### src/hw/rtl/smt_pkg.sv
package smt_pkg;

    localparam int DEPTH_DEFAULT = 64;

    localparam int VALUE_W  = 32;
    localparam int COUNT_W  = 16;
    localparam int TOTAL_W  = 22;
    localparam int DIST_W   = 7;
    localparam int ACTION_W = 2;
    localparam int STATUS_W = 2;

    localparam logic [COUNT_W-1:0] COUNT_MAX = '1;
    localparam logic [TOTAL_W-1:0] TOTAL_MAX = '1;

    localparam logic [ACTION_W-1:0] ACT_ADD    = 2'd0;
    localparam logic [ACTION_W-1:0] ACT_REMOVE = 2'd1;
    localparam logic [ACTION_W-1:0] ACT_QUERY  = 2'd2;

    localparam logic [STATUS_W-1:0] ST_DONE      = 2'd0;
    localparam logic [STATUS_W-1:0] ST_NOT_FOUND = 2'd1;
    localparam logic [STATUS_W-1:0] ST_FULL      = 2'd2;

    typedef struct packed {
        logic signed [VALUE_W-1:0] value;
        logic [COUNT_W-1:0]        count;
    } entry_t;

endpackage

### src/hw/rtl/smt_store.sv
module smt_store #(
    parameter int DEPTH = smt_pkg::DEPTH_DEFAULT
) (
    input  logic                       aclk,
    input  logic                       wr_en,
    input  logic [$clog2(DEPTH)-1:0]   wr_addr,
    input  smt_pkg::entry_t            wr_data,
    input  logic [$clog2(DEPTH)-1:0]   rd_addr,
    output smt_pkg::entry_t            rd_data
);

    smt_pkg::entry_t mem [DEPTH];
    smt_pkg::entry_t rd_data_reg;

    always_ff @(posedge aclk) begin
        if (wr_en) begin
            mem[wr_addr] <= wr_data;
        end
        rd_data_reg <= mem[rd_addr];
    end

    assign rd_data = rd_data_reg;

endmodule

### src/hw/rtl/sorted_multiset_table.sv
// Sorted multiset table: keeps up to DEPTH distinct signed 32-bit values in
// ascending or descending order (order_mode), each with a saturating 16-bit
// count, in a single-port-write, registered-read memory. One transaction is
// processed at a time by a sequencer around one compare unit: a scan reads
// every stored entry (a read state, then a compare state, per entry) to find
// the value and its place in the order, then an insertion or a deletion
// moves the later entries one slot at a time (a read state, then a write
// state, per moved entry). The result is registered in a done state; after
// that the sequencer returns to idle, where the next transaction is taken.
// No clearing pass is needed after reset. s_ready is high only while the
// sequencer is idle; a finished result waits in the output register while
// the next item is taken, and the sequencer holds its last state while an
// earlier result has not yet been taken.
module sorted_multiset_table #(
    parameter int DEPTH = smt_pkg::DEPTH_DEFAULT
) (
    input  logic                                 aclk,
    input  logic                                 aresetn,
    input  logic                                 cfg_wr_en,
    input  logic                                 cfg_wr_data,
    input  logic                                 s_valid,
    output logic                                 s_ready,
    input  logic [smt_pkg::ACTION_W-1:0]         s_action,
    input  logic signed [smt_pkg::VALUE_W-1:0]   s_element,
    output logic                                 m_valid,
    input  logic                                 m_ready,
    output logic [smt_pkg::STATUS_W-1:0]         m_status,
    output logic [smt_pkg::COUNT_W-1:0]          m_occurrences,
    output logic [smt_pkg::TOTAL_W-1:0]          m_total_count,
    output logic [smt_pkg::DIST_W-1:0]           m_distinct_count,
    output logic                                 m_is_empty
);

    localparam int IDX_W = $clog2(DEPTH);
    localparam logic [IDX_W:0] DEPTH_V = (IDX_W + 1)'(DEPTH);
    localparam logic [smt_pkg::COUNT_W-1:0] COUNT_ONE = {{(smt_pkg::COUNT_W-1){1'b0}}, 1'b1};

    localparam logic [3:0] S_IDLE     = 4'd0;
    localparam logic [3:0] S_SCAN_RD  = 4'd1;
    localparam logic [3:0] S_SCAN_CMP = 4'd2;
    localparam logic [3:0] S_DECIDE   = 4'd3;
    localparam logic [3:0] S_UP_RD    = 4'd4;
    localparam logic [3:0] S_UP_WR    = 4'd5;
    localparam logic [3:0] S_DN_RD    = 4'd6;
    localparam logic [3:0] S_DN_WR    = 4'd7;
    localparam logic [3:0] S_DONE     = 4'd8;

    logic [3:0]                         state_reg, state_next;
    logic                               order_mode_reg;
    logic [smt_pkg::ACTION_W-1:0]       act_reg, act_next;
    logic signed [smt_pkg::VALUE_W-1:0] elem_reg, elem_next;
    logic [IDX_W:0]                     idx_reg, idx_next;
    logic [IDX_W:0]                     used_reg, used_next;
    logic [smt_pkg::TOTAL_W-1:0]        total_reg, total_next;
    logic                               found_reg, found_next;
    logic [IDX_W-1:0]                   slot_reg, slot_next;
    logic [smt_pkg::COUNT_W-1:0]        slot_cnt_reg, slot_cnt_next;
    logic                               pos_found_reg, pos_found_next;
    logic [IDX_W:0]                     pos_reg, pos_next;
    logic [smt_pkg::STATUS_W-1:0]       st_reg, st_next;
    logic [smt_pkg::COUNT_W-1:0]        occ_reg, occ_next;

    logic                               m_valid_reg, m_valid_next;
    logic [smt_pkg::STATUS_W-1:0]       m_status_reg, m_status_next;
    logic [smt_pkg::COUNT_W-1:0]        m_occ_reg, m_occ_next;
    logic [smt_pkg::TOTAL_W-1:0]        m_total_reg, m_total_next;
    logic [smt_pkg::DIST_W-1:0]         m_dist_reg, m_dist_next;
    logic                               m_empty_reg, m_empty_next;

    logic                               mem_we;
    logic [IDX_W-1:0]                   mem_waddr;
    smt_pkg::entry_t                    mem_wdata;
    logic [IDX_W-1:0]                   mem_raddr;
    smt_pkg::entry_t                    mem_rdata;

    logic                               precedes;
    logic [smt_pkg::COUNT_W-1:0]        dec_cnt;
    logic [31:0]                        used_wide;
    logic [IDX_W:0]                     idx_prev;
    logic [IDX_W:0]                     idx_succ;

    smt_store #(
        .DEPTH (DEPTH)
    ) u_store (
        .aclk    (aclk),
        .wr_en   (mem_we),
        .wr_addr (mem_waddr),
        .wr_data (mem_wdata),
        .rd_addr (mem_raddr),
        .rd_data (mem_rdata)
    );

    // The stored entry precedes or equals the element under the current order.
    assign precedes = order_mode_reg ? (mem_rdata.value >= elem_reg)
                                     : (mem_rdata.value <= elem_reg);
    assign dec_cnt   = slot_cnt_reg - 1'b1;
    assign used_wide = 32'(used_reg);
    assign idx_prev  = idx_reg - 1'b1;
    assign idx_succ  = idx_reg + 1'b1;

    always_comb begin
        state_next     = state_reg;
        act_next       = act_reg;
        elem_next      = elem_reg;
        idx_next       = idx_reg;
        used_next      = used_reg;
        total_next     = total_reg;
        found_next     = found_reg;
        slot_next      = slot_reg;
        slot_cnt_next  = slot_cnt_reg;
        pos_found_next = pos_found_reg;
        pos_next       = pos_reg;
        st_next        = st_reg;
        occ_next       = occ_reg;
        mem_we         = 1'b0;
        mem_waddr      = slot_reg;
        mem_wdata      = '{value: elem_reg, count: slot_cnt_reg};
        mem_raddr      = idx_reg[IDX_W-1:0];
        m_valid_next   = m_valid_reg && !m_ready;
        m_status_next  = m_status_reg;
        m_occ_next     = m_occ_reg;
        m_total_next   = m_total_reg;
        m_dist_next    = m_dist_reg;
        m_empty_next   = m_empty_reg;

        unique case (state_reg)
            S_IDLE: begin
                if (s_valid) begin
                    act_next       = s_action;
                    elem_next      = s_element;
                    idx_next       = '0;
                    found_next     = 1'b0;
                    pos_found_next = 1'b0;
                    st_next        = smt_pkg::ST_DONE;
                    occ_next       = '0;
                    state_next     = S_SCAN_RD;
                end
            end
            S_SCAN_RD: begin
                if (idx_reg == used_reg) begin
                    if (!pos_found_reg) begin
                        pos_next = used_reg;
                    end
                    state_next = S_DECIDE;
                end else begin
                    state_next = S_SCAN_CMP;
                end
            end
            S_SCAN_CMP: begin
                if (!found_reg && mem_rdata.value == elem_reg) begin
                    found_next    = 1'b1;
                    slot_next     = idx_reg[IDX_W-1:0];
                    slot_cnt_next = mem_rdata.count;
                end
                if (!pos_found_reg && !precedes) begin
                    pos_found_next = 1'b1;
                    pos_next       = idx_reg;
                end
                idx_next   = idx_reg + 1'b1;
                state_next = S_SCAN_RD;
            end
            S_DECIDE: begin
                state_next = S_DONE;
                case (act_reg)
                    smt_pkg::ACT_ADD: begin
                        if (found_reg) begin
                            if (slot_cnt_reg != smt_pkg::COUNT_MAX) begin
                                mem_we          = 1'b1;
                                mem_wdata.count = slot_cnt_reg + 1'b1;
                                occ_next        = slot_cnt_reg + 1'b1;
                                if (total_reg != smt_pkg::TOTAL_MAX) begin
                                    total_next = total_reg + 1'b1;
                                end
                            end else begin
                                occ_next = slot_cnt_reg;
                            end
                        end else if (used_reg >= DEPTH_V) begin
                            st_next = smt_pkg::ST_FULL;
                        end else begin
                            idx_next   = used_reg;
                            state_next = S_UP_RD;
                        end
                    end
                    smt_pkg::ACT_REMOVE: begin
                        if (!found_reg) begin
                            st_next = smt_pkg::ST_NOT_FOUND;
                        end else begin
                            occ_next = dec_cnt;
                            if (total_reg != '0) begin
                                total_next = total_reg - 1'b1;
                            end
                            if (dec_cnt != '0) begin
                                mem_we          = 1'b1;
                                mem_wdata.count = dec_cnt;
                            end else begin
                                idx_next   = {1'b0, slot_reg};
                                state_next = S_DN_RD;
                            end
                        end
                    end
                    default: begin
                        // Query, and the unused action code, change nothing.
                        if (!found_reg) begin
                            st_next = smt_pkg::ST_NOT_FOUND;
                        end else begin
                            occ_next = slot_cnt_reg;
                        end
                    end
                endcase
            end
            S_UP_RD: begin
                if (idx_reg == pos_reg) begin
                    mem_we     = 1'b1;
                    mem_waddr  = pos_reg[IDX_W-1:0];
                    mem_wdata  = '{value: elem_reg, count: COUNT_ONE};
                    occ_next   = COUNT_ONE;
                    used_next  = used_reg + 1'b1;
                    if (total_reg != smt_pkg::TOTAL_MAX) begin
                        total_next = total_reg + 1'b1;
                    end
                    state_next = S_DONE;
                end else begin
                    mem_raddr  = idx_prev[IDX_W-1:0];
                    state_next = S_UP_WR;
                end
            end
            S_UP_WR: begin
                mem_we     = 1'b1;
                mem_waddr  = idx_reg[IDX_W-1:0];
                mem_wdata  = mem_rdata;
                idx_next   = idx_prev;
                state_next = S_UP_RD;
            end
            S_DN_RD: begin
                if (idx_succ >= used_reg) begin
                    used_next  = used_reg - 1'b1;
                    state_next = S_DONE;
                end else begin
                    mem_raddr  = idx_succ[IDX_W-1:0];
                    state_next = S_DN_WR;
                end
            end
            S_DN_WR: begin
                mem_we     = 1'b1;
                mem_waddr  = idx_reg[IDX_W-1:0];
                mem_wdata  = mem_rdata;
                idx_next   = idx_succ;
                state_next = S_DN_RD;
            end
            S_DONE: begin
                if (!m_valid_reg || m_ready) begin
                    m_valid_next  = 1'b1;
                    m_status_next = st_reg;
                    m_occ_next    = occ_reg;
                    m_total_next  = total_reg;
                    m_dist_next   = used_wide[smt_pkg::DIST_W-1:0];
                    m_empty_next  = (used_reg == '0);
                    state_next    = S_IDLE;
                end
            end
            default: begin
                state_next = S_IDLE;
            end
        endcase
    end

    always_ff @(posedge aclk) begin
        if (!aresetn) begin
            state_reg      <= S_IDLE;
            order_mode_reg <= 1'b0;
            used_reg       <= '0;
            total_reg      <= '0;
            m_valid_reg    <= 1'b0;
        end else begin
            state_reg   <= state_next;
            used_reg    <= used_next;
            total_reg   <= total_next;
            m_valid_reg <= m_valid_next;
            if (cfg_wr_en) begin
                order_mode_reg <= cfg_wr_data;
            end
        end
    end

    always_ff @(posedge aclk) begin
        act_reg       <= act_next;
        elem_reg      <= elem_next;
        idx_reg       <= idx_next;
        found_reg     <= found_next;
        slot_reg      <= slot_next;
        slot_cnt_reg  <= slot_cnt_next;
        pos_found_reg <= pos_found_next;
        pos_reg       <= pos_next;
        st_reg        <= st_next;
        occ_reg       <= occ_next;
        m_status_reg  <= m_status_next;
        m_occ_reg     <= m_occ_next;
        m_total_reg   <= m_total_next;
        m_dist_reg    <= m_dist_next;
        m_empty_reg   <= m_empty_next;
    end

    assign s_ready          = (state_reg == S_IDLE);
    assign m_valid          = m_valid_reg;
    assign m_status         = m_status_reg;
    assign m_occurrences    = m_occ_reg;
    assign m_total_count    = m_total_reg;
    assign m_distinct_count = m_dist_reg;
    assign m_is_empty       = m_empty_reg;

endmodule

### config.mk
export PLATFORM = sky130hd
export DESIGN_NAME = sorted_multiset_table
export DESIGN_NICKNAME = d
export VERILOG_FILES = /design/src/hw/rtl/smt_pkg.sv /design/src/hw/rtl/smt_store.sv /design/src/hw/rtl/sorted_multiset_table.sv
export SDC_FILE = /design/constraint.sdc
export NUM_CORES = 2
export LEC_CHECK = 0
export BUFFER_PORTS_ARGS = -buffer_cell sky130_fd_sc_hd__clkbuf_2
export CORE_ASPECT_RATIO = 1.4
export CORE_MARGIN = 4
export CORE_UTILIZATION = 40
export DETAILED_ROUTE_END_ITERATION = 12
export GPL_TIMING_DRIVEN = 0
export PLACE_DENSITY = 0.53
export SLEW_MARGIN = 40
export SYNTH_ARGS = -nofsm -noshare
export SYNTH_HDL_FRONTEND = slang
export SYNTH_HIERARCHICAL = 1
export SYNTH_SLANG_ARGS = --single-unit
### constraint.sdc
create_clock -name aclk -period 6.2 [get_ports aclk]
set_input_delay 0.62 -clock aclk [delete_from_list [all_inputs] [get_ports aclk]]
set_output_delay 0.62 -clock aclk [all_outputs]
set_load 0.005 [all_outputs]
**Word-level counts from Yosys, hierarchy flattened**

Memories as Yosys holds them, arrays and structs flattened. A register that Yosys moved wholly into a read port is not among the register bits.
Cells that the tools add are included.

- Register bits after elaboration: 173
- Bits in latches: 0
- Bits in writable memories: 3,072
- ROM bits: 0
- Output and inout bits: 50
- Logic and storage cells: 177
- Memories: 1

- Add/subtract/negate cells: 8
- $mul: 0
- Divide/modulo/power cells: 0
- Magnitude comparators: 4
- Equal/unequal tests: 33
- Shift operators: 0
- Multiplexer cells: 76
- Bitwise operators: 0
- Reductions and logical operators: 35

Memories:

| name | depth | bits a word | read ports | clocked after Yosys merged registers in | write ports | RTL line | source |
|---|---|---|---|---|---|---|---|
| u_store.mem | 64 | 48 | 1 | 1 | 1 | smt_store.sv:12 | `smt_pkg::entry_t mem [DEPTH];` |

Operators with widths:

| kind | count |
|---|---|
| $mux 16 | 10 |
| $mux 22 | 6 |
| $pmux 16 s3 | 2 |
| $pmux 22 s2 | 2 |
| $mux 7 | 10 |
| $pmux 16 s2 | 2 |
| $pmux 32 s2 | 1 |
| $pmux 7 s2 | 3 |
| $pmux 4 s9 | 1 |
| $eq 32x32->1 | 1 |
| $ge 32x32->1 | 1 |
| $le 32x32->1 | 1 |
| $mux 4 | 8 |
| $pmux 7 s4 | 1 |
| $ne 3x3->1 const B | 8 |
| $pmux 6 s2 | 2 |
| $add 22x1->22 const B | 1 |
| $ne 22x22->1 const B | 1 |
| $reduce_bool 22->1 | 1 |
| $sub 22x1->22 const B | 1 |
| $ne 2x2->1 const B | 10 |
| $mux 6 | 3 |
| $add 16x1->16 const B | 1 |
| $eq 4x3->1 const B | 4 |
| 33 further kinds | 75 |

**Depth between registers and ports, before layout**

- Word-level depth: 8
- Gate-level depth with buffers: 21
- Gate-level depth less buffers: 16

**Modules after synthesis**

Netlist, hierarchy kept.

By module, submodules not included:

| module | instances | cells each | area an instance (um^2) | seq. area each (um^2) |
|---|---|---|---|---|
| smt_store | 1 | 5,247 | 118,190.9 | 93,209.4 |
| sorted_multiset_table | 1 | 1,155 | 10,865.4 | 4,844.6 |

**Least setup slack after synthesis**

No wires, ideal clock.

- Kind: register to register
- Start: register idx_reg[1]
- End: memory u_store/mem[48][0] (netlist bit) (enable)
- Library setup time: 513 ps
- Data arrival time: 6,208 ps
- Data required time: 5,687 ps
- Path slack: -521 ps
- Stages on the path, launching flop included: 12
- Clock period less this slack: 6,721 ps
- Cells stage by stage: edfxtp_1 -> buf_2 -> xor2_1 -> nor4_1 -> a21oi_1 -> nor2_1 -> nand2_1 -> a222oi_1 -> inv_1 -> clkbuf_1 -> or3_1 -> nor3_1

- Elaborated cells on any way between the ends: 7
- Those cells by class: eq/ne (1); mux (6)

RTL lines:

| item | RTL line | source |
|---|---|---|
| from (decl) | sorted_multiset_table.sv:52 | `logic [IDX_W:0] idx_reg, idx_next;` |
| from (signal assigned) | sorted_multiset_table.sv:288 | `idx_reg <= idx_next;` |
| $eq 7x7->1 | sorted_multiset_table.sv:212 | `if (idx_reg == pos_reg) begin` |
| $mux 6 | sorted_multiset_table.sv:212 |  |
| $pmux 6 s2 | sorted_multiset_table.sv:126 | `unique case (state_reg)` |
| named net mem_waddr[2] | sorted_multiset_table.sv:71 | `logic [IDX_W-1:0] mem_waddr;` |
| to (decl) | smt_store.sv:12 |  |

The timed path passes the listed nets, and every way through them passes these cells.

**Worst setup path in the final report**

- Start: register idx_reg[0]
- End: register, netlist name u_store/rd_data[16]

- Word-level cells in the longest chain between the ends: 4
- Elaborated cells on any way between the ends: 7
- Those cells by class: add/sub (2); order compare (1); eq/ne (1); mux (3)

RTL lines:

| item | RTL line | source |
|---|---|---|
| $add 7x1->7 | sorted_multiset_table.sv:99 | `assign idx_succ = idx_reg + 1'b1;` |
| $ge 7x7->1 | sorted_multiset_table.sv:235 | `if (idx_succ >= used_reg) begin` |
| $mux 6 | sorted_multiset_table.sv:235 |  |
| $pmux 6 s2 * | sorted_multiset_table.sv:126 |  |
| named net mem_raddr[4] | sorted_multiset_table.sv:73 | `logic [IDX_W-1:0] mem_raddr;` |

Mark *: on every way through the listed nets, which the timed path passes. The rest lies on a longest branch.
A chain may end at the register's enable or synchronous reset.

==> results.sh <==
export IMPL_setup_viol=3
export IMPL_clock_fmax_mhz=160
export IMPL_cts_buffer_depth=4
export IMPL_rsz0062_at_grt="yes"
export IMPL_synthArstFlopShare=0
export IMPL_hold_ws_ps=65.0
export IMPL_max_stage_delay_ps=750
export IMPL_cp_num_buf_inv=5
export IMPL_pwr_density_cell_nw_per_um2=324
export IMPL_synth_nets=6495
export IMPL_p_sw_uw=13000
export IMPL_htree_levels=5
export IMPL_num_nets_final=7435
export IMPL_violations="negative setup slack"
export IMPL_fp_dieW_um=488
export IMPL_cp_max_fo=10
export IMPL_slew_viol_final=0
export IMPL_design_die_area_um2=332000
export IMPL_crit_slowest_cell="nand4_1"
export IMPL_switching_share=0.254
export IMPL_insertion_delay_ps=890
export IMPL_dr_first_iter_drc_count=9247
export IMPL_endpoint_kind="register"
export IMPL_largest_reg_flops=3072
export IMPL_seq_power_share=0.488
export IMPL_yosysUniqueCellTypes=92
export IMPL_wirelength_um=464000
export IMPL_cp_cell_sequence="clkbuf_4 > inv_1 > ha_1 > ha_1 > a21oi_1 > o21a_1 > o21a_1 > o21ai_4 > o21ai_0 > o311ai_0 > clkbuf_2 > and2_1 > clkbuf_1 > buf_2 > nand4_1 > and3_1"
export IMPL_power_frac_clock=0.382
export IMPL_place_area_um2=146000
export IMPL_routedWlPerCell_um=39.1
export IMPL_syn_instance_count=6402
export IMPL_dpl_hpwl_um=347000
export IMPL_cts_tree="yes"
export IMPL_globalplace_congestion=0.973
export IMPL_tightest_slew_ps=920
export IMPL_final_setup_tns_ps=-75.4
export IMPL_p_leak_uw=0.0503
export IMPL_synth_flop_cell="edfxtp_1"
export IMPL_power_frac_comb=0.130
export IMPL_synth_avg_cell_area_um2=20.2
export IMPL_cp_start_kind="register"
export IMPL_drv_cap=0
export IMPL_skew_ps=47.8
export IMPL_period_share=1.01
export IMPL_cp_top_family="buffers and inverters"
export IMPL_core_area_um2=321000
export IMPL_overflow=0
export IMPL_syn_to_final_growth_pct=21.9
export IMPL_place_inst=11200
export IMPL_cts_buffers=319
export IMPL_min_period_ps=6240
export IMPL_regArea_um2=98100
export IMPL_fill_cells=26100
export IMPL_die_y_um=680
export IMPL_irDropWorstVdd_mv=0.205
export IMPL_ys_seq_area_frac=0.760
export IMPL_grt_pass1_vias=71700
export IMPL_fin_ws_ps=-39.5
export IMPL_multi_input_area_um2=30100
export IMPL_num_rows=246
export IMPL_grt_max_degree=65
export IMPL_max_slew_margin=0.387
export IMPL_portBuffers=88
export IMPL_min_path_type="in -> reg"
export IMPL_track_usage=0.276
export IMPL_worstPathArrival_ps=6970
export IMPL_drc=0
export IMPL_critPathKind="reg -> reg"
export IMPL_stdcell_count=11900
export IMPL_status="finished with violations"
export IMPL_drtPass1Iterations=8
export IMPL_ys_ff_latch=3293
export IMPL_ios=90
export IMPL_antenna_found_initial=34
export IMPL_fin_area_um2=157000
export IMPL_drive_gt1_frac=0.304
export IMPL_synth_area_um2=129000
export IMPL_route_vias_total=72400
export IMPL_start_util=0.402
export IMPL_post_place_ws_ps=-2160
export IMPL_cts_sinks=3293
export IMPL_finalHoldViolCount=0
export IMPL_clkTransAtPathRegs_ps=70
export IMPL_grt_pass1_wl_um=623000
export IMPL_final_antenna_net_count=0
export IMPL_p_int_uw=38000
export IMPL_yosysWarnings=6
export IMPL_synth_edf_count=3210
export IMPL_clock_root_buffer="clkbuf_16"
export IMPL_required_ps=6930
export IMPL_via_per_inst=6.10
[area by class of cell]
cell class | instances | share of cell area
Timing Repair Buffer | 620 | 0.0674
Buffer | 385 | 0.0164
Sequential cell | 3293 | 0.623
Inverter | 76 | 0.00183
Clock inverter | 161 | 0.0103
Tap cell | 4216 | 0.0335
Clock buffer | 398 | 0.0543
Antenna cell | 66 | 0.00105
Multi-Input combinational cell | 2647 | 0.192
[path summary, 6_finish.rpt]
path / cells past startpoint / from / slack, ps / endpoint
worst max-delay path: 16 / idx_reg[0]$_DFFE_PP_ / -40 / u_store/rd_data[16]$_DFF_P_
worst min-delay path: 1 / s_element[9] / 60 / elem_reg[9]$_DFFE_PP_
worst max register to register: 16 / idx_reg[0]$_DFFE_PP_ / -40 / u_store/rd_data[16]$_DFF_P_
worst min register to register: 0 / occ_reg[15]$_DFFE_PP_ / 420 / m_occurrences[15]$_DFFE_PP_
[power by group through the flow]
stage | Clock [uW] | Sequential, uW | Combinational, uW
CTS | 19800 | 24900 | 6490
global placement | 0 | 25500 | 5940
detailed placement | 0 | 25300 | 6350
finish | 19500 | 24900 | 6630
global route | 20700 | 24900 | 6770
floorplan | 0 | 25300 | 3210
[layer usage]
| metal | global-route usage | wire (um) |
|---|---|---|
| met1 | 0.327 | 161000 |
| met2 | 0.464 | 228000 |
| met3 | 0.0510 | 36600 |
| met4 | 0.178 | 37700 |
| met5 | 0 | 97 |
[placed cells by master (no fill, tap or decap), types with 124 or more instances in the layout]
master     count
mux2i_1      203
clkbuf_2     167
mux4_2       672
nand3_1      124
clkbuf_1     140
buf_16       214
o22ai_1      128
nand2_1      218
clkbuf_16    327
buf_8        213
edfxtp_1    3210
[worst reg2reg max path, cell delays in order, from the launching register on]
cell	delay [ps]
edfxtp_1	420
clkbuf_4	270
inv_1	110
ha_1	420
ha_1	320
a21oi_1	50
o21a_1	230
o21a_1	280
o21ai_4	370
o21ai_0	160
o311ai_0	150
clkbuf_2	500
and2_1	230
clkbuf_1	630
buf_2	640
nand4_1	770
and3_1	570
[cell usage after synthesis, drive strengths merged, types with 27 or more instances]
| library cell | count | area, um2 |
|---|---|---|
| o21ai | 121 | 606 |
| mux4 | 672 | 15100 |
| nor2 | 168 | 633 |
| a21oi | 90 | 454 |
| a211oi | 47 | 353 |
| ha | 52 | 651 |
| a22oi | 87 | 653 |
| edfxtp | 3210 | 96400 |
| o221ai | 40 | 350 |
| nand4 | 96 | 607 |
| inv | 76 | 285 |
| nand2 | 225 | 845 |
| a221o | 34 | 344 |
| nor2b | 36 | 225 |
| buf | 198 | 1360 |
| o22ai | 133 | 832 |
| and3 | 38 | 239 |
| nor3 | 35 | 175 |
| nand3 | 124 | 621 |
| mux2 | 72 | 811 |
| clkbuf | 188 | 787 |
| nor4 | 27 | 175 |
| dfxtp | 83 | 1660 |
| mux2i | 206 | 2060 |
[through the flow]
stage                     utilization  total power, uW
after floorplan                     -            28500
after global placement          0.420            31400
after detailed placement        0.454            31700
after CTS                       0.488            51100
after global routing            0.490            52300
final                           0.490            51000
[repair_timing]
action | CTS | global route
endpoints found under the setup margin | 810 | 243
hold buffers | 35 | 0
pin swaps | 12 | 17
resized for setup | 158 | 85
setup buffers | 4 | 9
endpoints found under the hold margin | 34 | 0
[cells by family (layout without fill, tap and decap cells)]
group / Yosys count / in the layout / share of synthesized area
DFF: 3293 / 3293 / 0.760
adders and majority gates: 53 / 53 / 0.00520
xor gates and xnor gates: 48 / 48 / 0.00326
buffers and inverters: 462 / 1640 / 0.0189
and+or+nand+nor: 856 / 856 / 0.0331
AOI/OAI and AO/OA: 740 / 740 / 0.0403
muxes: 950 / 950 / 0.140
other: 0 / 66 / 0
Power figures use the tool's default switching activity.
